## config.mk

```make
export PLATFORM = sky130hd
export DESIGN_NAME = particle_sensor_frame_parser
export DESIGN_NICKNAME = d
export VERILOG_FILES = /design/src/rtl/pfp_pkg.sv /design/src/rtl/particle_sensor_frame_parser.sv
export SDC_FILE = /design/constraint.sdc
export NUM_CORES = 1
export LEC_CHECK = 0
export BUFFER_PORTS_ARGS = -buffer_cell sky130_fd_sc_hd__buf_2
export CAP_MARGIN = 10
export CORE_MARGIN = 8
export CORE_UTILIZATION = 35
export CTS_CLUSTER_SIZE = 12
export DETAILED_ROUTE_END_ITERATION = 8
export PLACE_DENSITY = 0.63
export SYNTH_ARGS = -nofsm -noshare
export SYNTH_HDL_FRONTEND = slang
export SYNTH_SLANG_ARGS = --single-unit
```

## constraint.sdc

```tcl
create_clock -name clk -period 3.8 [get_ports clk]
set_clock_uncertainty 0.1 [all_clocks]
set_input_delay 0.38 -clock clk [delete_from_list [all_inputs] [get_ports clk]]
set_output_delay 0.38 -clock clk [all_outputs]
set_load 0.02 [all_outputs]
```

## src/rtl/pfp_pkg.sv

```systemverilog
// Package for the particle sensor frame parser: sizes, check words, status codes.
package pfp_pkg;

  localparam int FRAME_BYTES = 32;
  localparam int ADDR_W      = $clog2(FRAME_BYTES);
  localparam int COUNT_W     = ADDR_W + 1;
  localparam int MEAS_WORDS  = 12;

  localparam logic [15:0] HEADER_WORD = 16'h424D;
  localparam logic [15:0] LENGTH_WORD = 16'h001C;
  localparam logic [ADDR_W-1:0] SUM_END = ADDR_W'(30);

  // Request kinds on the input channel
  localparam logic KIND_BYTE = 1'b0;
  localparam logic KIND_GAP  = 1'b1;

  // Word slots walked by the sequencer: header, length, checksum, then the measurements
  localparam logic [3:0] W_HEADER = 4'd0;
  localparam logic [3:0] W_LENGTH = 4'd1;
  localparam logic [3:0] W_CHKSUM = 4'd2;
  localparam logic [3:0] W_MEAS0  = 4'd3;
  localparam logic [3:0] W_LASTW  = 4'(3 + MEAS_WORDS - 1);

  localparam logic [2:0] ST_OK         = 3'd0;
  localparam logic [2:0] ST_BAD_HEADER = 3'd1;
  localparam logic [2:0] ST_BAD_LENGTH = 3'd2;
  localparam logic [2:0] ST_BAD_SUM    = 3'd3;
  localparam logic [2:0] ST_SHORT      = 3'd4;

  // Byte offset of the high byte of a word slot
  function automatic logic [ADDR_W-1:0] word_off(input logic [3:0] w);
    logic [ADDR_W-1:0] off;
    case (w)
      W_HEADER: off = ADDR_W'(0);
      W_LENGTH: off = ADDR_W'(2);
      W_CHKSUM: off = SUM_END;
      default:  off = ADDR_W'({1'b0, w} << 1) - ADDR_W'(2);
    endcase
    return off;
  endfunction

endpackage

```

## src/rtl/particle_sensor_frame_parser.sv

```systemverilog
// Particle sensor frame parser: byte capture, sequenced frame check and word output.
//
// Input channel (in_valid/in_ready): each request carries kind and rx_byte.
// kind 0 stores a received byte (the first 32 of a frame) and adds bytes 0 to 29
// to a 16-bit sum; in_ready stays high after it.
// kind 1 is the idle gap closing the frame. On an empty frame it does nothing.
// A short frame yields a single ST_SHORT status request. For a full frame the
// sequencer walks the frame store, reading one byte at a time from its single
// read port and building each big-endian word from its high and low byte, and a
// single shared comparator checks header, length and checksum in turn. A bad
// header, length or checksum yields one status request for it; a good frame
// yields 12 measurement requests.
// in_ready stays low until the frame is done.
// Output channel (out_valid/out_ready): one registered request stage. If the
// receiver stalls, the sequencer waits with the next word until the stage
// frees. Byte requests are still taken while a result waits to be collected.
// Reset (rst, synchronous) clears the state, the count, the sum and out_valid;
// the frame store and the output data are not cleared.
module particle_sensor_frame_parser (
  input  logic        clk,
  input  logic        rst,
  input  logic        in_valid,
  output logic        in_ready,
  input  logic        kind,
  input  logic [7:0]  rx_byte,
  output logic        out_valid,
  input  logic        out_ready,
  output logic [2:0]  status,
  output logic [3:0]  measure_index,
  output logic [15:0] measure_value,
  output logic        last
);
  import pfp_pkg::*;

  localparam logic [1:0] S_IDLE = 2'd0;
  localparam logic [1:0] S_HI   = 2'd1;
  localparam logic [1:0] S_LO   = 2'd2;
  localparam logic [1:0] S_USE  = 2'd3;

  logic [1:0]         state, state_next;
  logic [COUNT_W-1:0] byte_count;
  logic [15:0]        running_sum;
  logic [3:0]         wsel;
  logic [7:0]         hi_byte;
  logic [7:0]         rd_data;
  logic [7:0]         frame_store [FRAME_BYTES];

  logic              in_fire;
  logic              out_free;
  logic              full;
  logic              rd_en;
  logic [ADDR_W-1:0] rd_addr;
  logic [15:0]       word;
  logic [15:0]       cmp_ref;
  logic              mismatch;
  logic              finish;
  logic              load;
  logic [2:0]        load_status;
  logic [3:0]        load_index;
  logic [15:0]       load_value;
  logic              load_last;

  assign in_ready = (state == S_IDLE);
  assign in_fire  = in_valid && in_ready;
  assign out_free = !out_valid || out_ready;
  assign full     = (byte_count == COUNT_W'(FRAME_BYTES));
  assign word     = {hi_byte, rd_data};

  // Store port: writes while capturing, reads while sequencing
  assign rd_en   = (state == S_HI) || (state == S_LO);
  assign rd_addr = (state == S_LO) ? (word_off(wsel) | ADDR_W'(1)) : word_off(wsel);

  always_ff @(posedge clk) begin
    if (in_fire && (kind == KIND_BYTE) && !full) begin
      frame_store[byte_count[ADDR_W-1:0]] <= rx_byte;
    end
    if (rd_en) begin
      rd_data <= frame_store[rd_addr];
    end
  end

  // Shared comparator: reference word picked by the slot under check
  always_comb begin
    case (wsel)
      W_HEADER: cmp_ref = HEADER_WORD;
      W_LENGTH: cmp_ref = LENGTH_WORD;
      default:  cmp_ref = running_sum;
    endcase
  end
  assign mismatch = (word != cmp_ref);

  // Sequencer decisions: frame start in idle, then the high, low and word-use steps
  always_comb begin
    state_next  = state;
    finish      = 1'b0;
    load        = 1'b0;
    load_status = ST_OK;
    load_index  = '0;
    load_value  = '0;
    load_last   = 1'b1;
    case (state)
      S_IDLE: begin
        if (in_fire && (kind == KIND_GAP) && (byte_count != '0)) begin
          state_next = full ? S_HI : S_USE;
        end
      end
      S_HI: state_next = S_LO;
      S_LO: state_next = S_USE;
      S_USE: begin
        if (!full) begin
          if (out_free) begin
            load        = 1'b1;
            load_status = ST_SHORT;
            finish      = 1'b1;
          end
        end else if (wsel < W_MEAS0) begin
          if (mismatch) begin
            if (out_free) begin
              load   = 1'b1;
              finish = 1'b1;
              case (wsel)
                W_HEADER: load_status = ST_BAD_HEADER;
                W_LENGTH: load_status = ST_BAD_LENGTH;
                default:  load_status = ST_BAD_SUM;
              endcase
            end
          end else begin
            state_next = S_HI;
          end
        end else if (out_free) begin
          load       = 1'b1;
          load_index = wsel - W_MEAS0;
          load_value = word;
          load_last  = (wsel == W_LASTW);
          finish     = load_last;
          state_next = S_HI;
        end
        if (finish) begin
          state_next = S_IDLE;
        end
      end
      default: state_next = S_IDLE;
    endcase
  end

  // Control: state, count, sum, word slot
  always_ff @(posedge clk) begin
    if (rst) begin
      state       <= S_IDLE;
      byte_count  <= '0;
      running_sum <= '0;
      wsel        <= W_HEADER;
    end else begin
      state <= state_next;
      if (in_fire && (kind == KIND_BYTE) && !full) begin
        byte_count <= byte_count + COUNT_W'(1);
        if (byte_count[ADDR_W-1:0] < SUM_END) begin
          running_sum <= running_sum + {8'd0, rx_byte};
        end
      end
      if (state == S_IDLE) begin
        wsel <= W_HEADER;
      end else if (state == S_USE && state_next == S_HI) begin
        wsel <= wsel + 4'd1;
      end
      if (finish) begin
        byte_count  <= '0;
        running_sum <= '0;
      end
    end
  end

  // High byte latch: read data of the high byte arrives in the low-byte step
  always_ff @(posedge clk) begin
    if (state == S_LO) begin
      hi_byte <= rd_data;
    end
  end

  // Output request stage
  always_ff @(posedge clk) begin
    if (rst) begin
      out_valid <= 1'b0;
    end else if (load) begin
      out_valid <= 1'b1;
    end else if (out_ready) begin
      out_valid <= 1'b0;
    end
  end

  always_ff @(posedge clk) begin
    if (load) begin
      status        <= load_status;
      measure_index <= load_index;
      measure_value <= load_value;
      last          <= load_last;
    end
  end

endmodule

```

After elaboration in Yosys (flattened, before gate mapping)
Memory sizes are Yosys's and may differ from the RTL's. A register that Yosys moved wholly into a read port is not among the register bits.
Cells that the tools add are included.
{"block": "word_totals", "regBits": 61, "ramBits": 256, "in_bits": 13, "output_inout_bits": 26, "mem_count": 1}
{"name": "frame_store", "depth": 32, "width": 8, "rd": 1, "rd_clocked_by_memory_dff": 1, "wr": 1, "line": "particle_sensor_frame_parser.sv:46", "text": "logic [7:0] frame_store [FRAME_BYTES];"}
{"block": "classes", "n_addsub": 5, "magnitude_cmp": 2, "n_eq_ne": 9, "muxes": 31, "bitwise": 4, "reduce_logical": 18}
{"op": "16-bit one-hot mux with 2 select lines", "count": 1}
{"op": "2-bit two-way mux", "count": 10}
{"op": "16-bit by 8-bit adder with 16-bit output", "count": 1}
{"op": "16-bit != test", "count": 1}
{"op": "1-bit two-way mux", "count": 15}
{"op": "5-bit one-hot mux with 3 select lines", "count": 1}
{"op": "2-bit one-hot mux with 4 select lines", "count": 1}
{"op": "6-bit by 1-bit adder with 6-bit output (second input constant)", "count": 1}
{"op": "6-bit == test (second input constant)", "count": 1}
{"op": "1-bit logical AND", "count": 6}
{"op": "3-bit two-way mux", "count": 2}
{"op": "6-bit nonzero test", "count": 1}
{"op": "5-bit < comparator (second input constant)", "count": 1}
{"op": "5-bit by 2-bit subtractor with 5-bit output (second input constant)", "count": 1}
{"op": "4-bit by 1-bit adder with 4-bit output (second input constant)", "count": 1}
{"op": "2-bit by 1-bit == test with 1-bit output (second input constant)", "count": 2}
{"op": "2-bit == test (second input constant)", "count": 2}
{"op": "4-bit by 1-bit == test with 1-bit output (second input constant)", "count": 1}
{"op": "4-bit by 2-bit == test with 1-bit output (second input constant)", "count": 1}
{"op": "4-bit == test (second input constant)", "count": 1}
{"op": "4-bit logical NOT", "count": 1}
{"op": "4-bit by 2-bit < comparator with 1-bit output (second input constant)", "count": 1}
{"op": "1-bit inverter", "count": 4}
{"op": "2-bit one-hot mux with 2 select lines", "count": 1}
{"op": "other kinds (8)", "count": 11}

Depth between registers and ports, before layout
{"block": "depth", "word_depth": 11, "mapped_depth": 14}

Worst setup path before layout
Ideal clock, no wire load.
{"block": "synth_path", "kind": "register to register", "startpoint": "register wsel[0]", "endpoint": "register last, enable pin", "setup_ns": 0.406, "arrival_time_ns": 3.191, "required_time_ns": 3.294, "slack_ns": 0.103, "path_stages_with_launch": 13, "path_buffers": 3, "synth_period_minus_slack_ns": 3.697, "path_cell_list": "dfxtp_1 > clkbuf_1 > inv_1 > ha_1 > or2_1 > buf_6 > and2_1 > buf_6 > a31oi_1 > a2111oi_4 > nand4_4 > nor2_1 > nor2_1"}
{"block": "synth_via", "elab_chain_cells": 7}
{"item": "start, declared", "line": "particle_sensor_frame_parser.sv:43", "text": "logic [3:0] wsel;"}
{"item": "start signal, assigned", "line": "particle_sensor_frame_parser.sv:164", "text": "wsel <= wsel + 4'd1;"}
{"item": "4-bit by 1-bit == test with 1-bit output or 4-bit logical NOT (tied branches)", "line": "particle_sensor_frame_parser.sv:84", "text": "case (wsel)"}
{"item": "16-bit one-hot mux with 2 select lines", "line": "particle_sensor_frame_parser.sv:84"}
{"item": "16-bit != test", "line": "particle_sensor_frame_parser.sv:90", "text": "assign mismatch = (word != cmp_ref);"}
{"item": "1-bit two-way mux", "line": "particle_sensor_frame_parser.sv:117", "text": "if (mismatch) begin"}
{"item": "1-bit two-way mux *", "line": "particle_sensor_frame_parser.sv:116", "text": "end else if (wsel < W_MEAS0) begin"}
{"item": "1-bit two-way mux *", "line": "particle_sensor_frame_parser.sv:110", "text": "if (!full) begin"}
{"item": "1-bit two-way mux *", "line": "particle_sensor_frame_parser.sv:101", "text": "case (state)"}
{"item": "named net load", "line": "particle_sensor_frame_parser.sv:57", "text": "logic load;"}
{"item": "end signal, assigned", "line": "particle_sensor_frame_parser.sv:196", "text": "last <= load_last;"}
{"item": "end, declared", "line": "particle_sensor_frame_parser.sv:31", "text": "output logic last"}
The timed path passes the listed nets; every way through them passes the cells marked *.
A chain may end at the register's enable or synchronous reset.

Worst setup path after layout
{"block": "layout_path", "startpoint": "register wsel[0]", "endpoint": "register out_valid"}
{"block": "layout_via", "elab_chain_cells": 8}
{"item": "4-bit by 1-bit == test with 1-bit output or 4-bit logical NOT (tied branches)", "line": "particle_sensor_frame_parser.sv:84"}
{"item": "16-bit one-hot mux with 2 select lines", "line": "particle_sensor_frame_parser.sv:84"}
{"item": "16-bit != test", "line": "particle_sensor_frame_parser.sv:90"}
{"item": "1-bit two-way mux", "line": "particle_sensor_frame_parser.sv:117"}
{"item": "1-bit two-way mux *", "line": "particle_sensor_frame_parser.sv:116"}
{"item": "1-bit two-way mux *", "line": "particle_sensor_frame_parser.sv:110"}
{"item": "1-bit two-way mux *", "line": "particle_sensor_frame_parser.sv:101"}
{"item": "named net load", "line": "particle_sensor_frame_parser.sv:57"}
{"item": "1-bit two-way mux or 2-bit nonzero test (tied branches)"}
{"item": "end signal, assigned", "line": "particle_sensor_frame_parser.sv:183", "text": "out_valid <= 1'b0;"}
{"item": "end signal, assigned", "line": "particle_sensor_frame_parser.sv:185", "text": "out_valid <= 1'b1;"}
{"item": "end signal, assigned", "line": "particle_sensor_frame_parser.sv:187", "text": "out_valid <= 1'b0;"}
{"item": "end, declared", "line": "particle_sensor_frame_parser.sv:26", "text": "output logic out_valid,"}
Marked as above.

==> out/results.tsv <==
stage	metric	value	unit
placement	portBuffers	38	
clock_tree	ctsHtreeMaxLevel	2	
timing	max_slew.worst_pin.slew	0.669	ns
timing	finalSetupViolCount	0	
synth	syn_nets	921	
synth	netlist.area_leader.share	64.2	%
detailed_routing	route.detailed.wl_per_inst	18.9	microns
timing	holdWs	0.0753	ns
setup_path	critPathArrivalTime	3.69	ns
floorplanning	fp.dieH	215	microns
finish	final_core_util	40.6	%
clock_tree	cts_buffers	35	
grt	overflow	0	
synth	async_flop_share	0	%
timing	fmax	0.295	GHz
timing	period_needed	3.39	ns
synth	synth.distinct_cells	65	
synth	yosysWarnings	0	
synth	synth.area.top_cells	edfxtp_1 64%, mux4_2 10%, dfxtp_1 4.2%, nand2_1 2.8%, nor2_1 2.1%	
setup_path	end_kind	register	
clock_tree	cts.sinks	325	
synth	ys.flop_type	edfxtp_1	
detailed_routing	firstDrtPassIters	7	
clock_tree	clk_pin_slew	0.06	ns
timing	drv_slew	0	
detailed_routing	drt-initial-drc-count	738	
status	status	completed	
grt	antenna_found_initial	0	
job	maxCapViolCount	0	
clock_tree	insertion_delay	0.52	ns
grt	grt_pass1_vias	7727	
detailed_routing	antenna_left	0	
detailed_routing	wl	28600	microns
timing	relSlewSlack	55.4	%
timing	tns	0	ns
finish	area_growth	15.3	%
floorplanning	die_w	215	microns
floorplanning	dieArea	46200	sq um
hold_path	min_path_type	in2reg	
grt	grt_pass1_wl	44600	microns
detailed_routing	vias	7713	
floorplanning	initial_core_util	35.2	%
timing	fin_crit_sh	89.3	%
timing	rsz0062_at_grt	no	
setup_path	cp_max_fo	25	
setup_path	path_class	reg2reg	
floorplanning	coreArea	39400	sq um
floorplanning	io-pin-count	39	
finish	nets	1006	
setup_path	start_kind	register	
synth	synth_top_area_cell	edfxtp_1	
clock_tree	cts_root_buf	clkbuf_16	
grt	grt_max_degree	65	
clock_tree	post_cts_buffers	0	
synth	yosys_register_bits	325	
clock_tree	hold_buffers	0	
clock_tree	ctsResizeCount	0	
finish	layout-drive-gt1-share	22.5	%
power	p_leak	5.19	nW
placement	hpwl	18300	microns
floorplanning	rows	73	
clock_tree	cts_tree	done	
power	p_per_area	528	nW/um^2
detailed_routing	viasPerCell	5.08	
synth	syn_area	13900	sq um
synth	synthCells	887	
grt	grtUsageTotal	12.1	%
placement	gp_congestion	0.819	
synth	synth_edf_count	296	
detailed_routing	drc_errors	0	
setup_path	required	4.10	ns
power	peakVddDrop	305	uV
timing	hold_violations	0	
synth	ys_seq_area_share	68.4	%
power	power	8.43	mW
clock_tree	clockBufferDepth	3	
synth	postSynthAreaPerCell	15.6	sq um
metrics by stage:
stage,area [sq um],std cells,setup slack (ns)
after floorplan,13900,887,0.103
after global placement,15000,1460,0.238
after detailed placement,15000,1460,0.174
after CTS,16000,1516,0.168
after global routing,16000,1516,0.169
final,16000,1517,0.406
cells in the mapped netlist, types with 4 or more instances:
master and instances:
xnor2_1 14, buf_2 9, nor3_1 11, a31oi_1 8
mux2i_1 8, inv_1 20, edfxtp_1 296, and2_1 17
ha_1 20, clkbuf_1 24, xor2_1 16, o21ai_0 27
nor2b_1 4, mux4_2 64, nor4_1 7, nor2_1 77
nand2_1 102, and3_1 4, o211ai_1 13, dfxtp_1 29
a21oi_1 16, nand3_1 27
kinds of logic after synthesis:
logic type,count (synthesis),share of synthesized area [%]
simple gates,282,9.97
buf+inv,59,1.84
flops,325,68.4
xor+xnor,30,1.90
fa+ha+maj,21,1.95
mux,72,11.0
compound gates,98,5.00
path summary, 6_finish.rpt:
kind         cells after the start                           to  slack (ns)                         from
max                             10       out_valid$_SDFFE_PP0P_        0.41         wsel[0]$_SDFFE_PP0P_
min                              2         wsel[0]$_SDFFE_PP0P_        0.08                          rst
max reg2reg                     10       out_valid$_SDFFE_PP0P_        0.41         wsel[0]$_SDFFE_PP0P_
min reg2reg                      2  running_sum[0]$_SDFFE_PP0P_        0.47  running_sum[0]$_SDFFE_PP0P_
metal layers:
layer / GRT usage [%] / vias up / part of all wire, %
met1: 17.5 / 3863 / 47
met3: 2.51 / 33 / 6.6
met2: 18.8 / 238 / 45
met4: 2.51 / 0 / 1.3
met5: 0 / - / 0
li1: - / 3579 / -
state kept, by name, summed over array words and instances (netlist names):
register and flops:
byte_count 6, measure_index 4, out_valid 1, state 2
frame_store 256, status 3, rd_data 8, last 1
measure_value 16, hi_byte 8, running_sum 16, wsel 4
cells in the final DEF, fill, tap and decap left out, types with 4 or more instances in the layout:
master,count
nor2_1,76
ha_1,19
nand3_1,27
nor2b_1,4
buf_2,38
and2_1,17
inv_1,20
mux2i_1,8
buf_4,46
o211ai_1,13
clkbuf_1,10
nand2_1,102
a31oi_1,8
xnor2_1,14
dfxtp_1,29
o21ai_0,27
a21oi_2,4
clkbuf_16,35
xor2_1,16
edfxtp_1,296
clkinv_1,4
and3_1,4
a21oi_1,15
mux4_2,64
nor4_1,7
nor3_1,11
power by group:
part	leakage (nW)	switching (mW)	internal, mW	total, mW
registers	2.92	0.139	4.06	4.20
clock network	0.487	1.30	1.72	3.01
logic	1.79	0.670	0.555	1.23
total	5.19	2.11	6.33	8.43
area by class of cell:
type	count	area (sq um)
timing repair buffer	87	596
multi-input combinational	503	4180
clock buffer	46	927
fill	3571	23400
antenna	1	2.50
sequential	325	9470
clock inverter	10	71.3
inverter	20	75.1
tap	525	657
worst max-delay path, cell delays in order (launching register included):
cell and delay [ns]:
dfxtp_1 0.55, inv_1 0.15, ha_1 0.26, or2_1 0.36
and2_1 0.32, o32a_1 0.24, a2111oi_4 0.38, nand4_4 0.25
nor2_1 0.27, nor2_4 0.17, o21ba_2 0.23
Note: power is estimated with default switching activity, not from simulation.
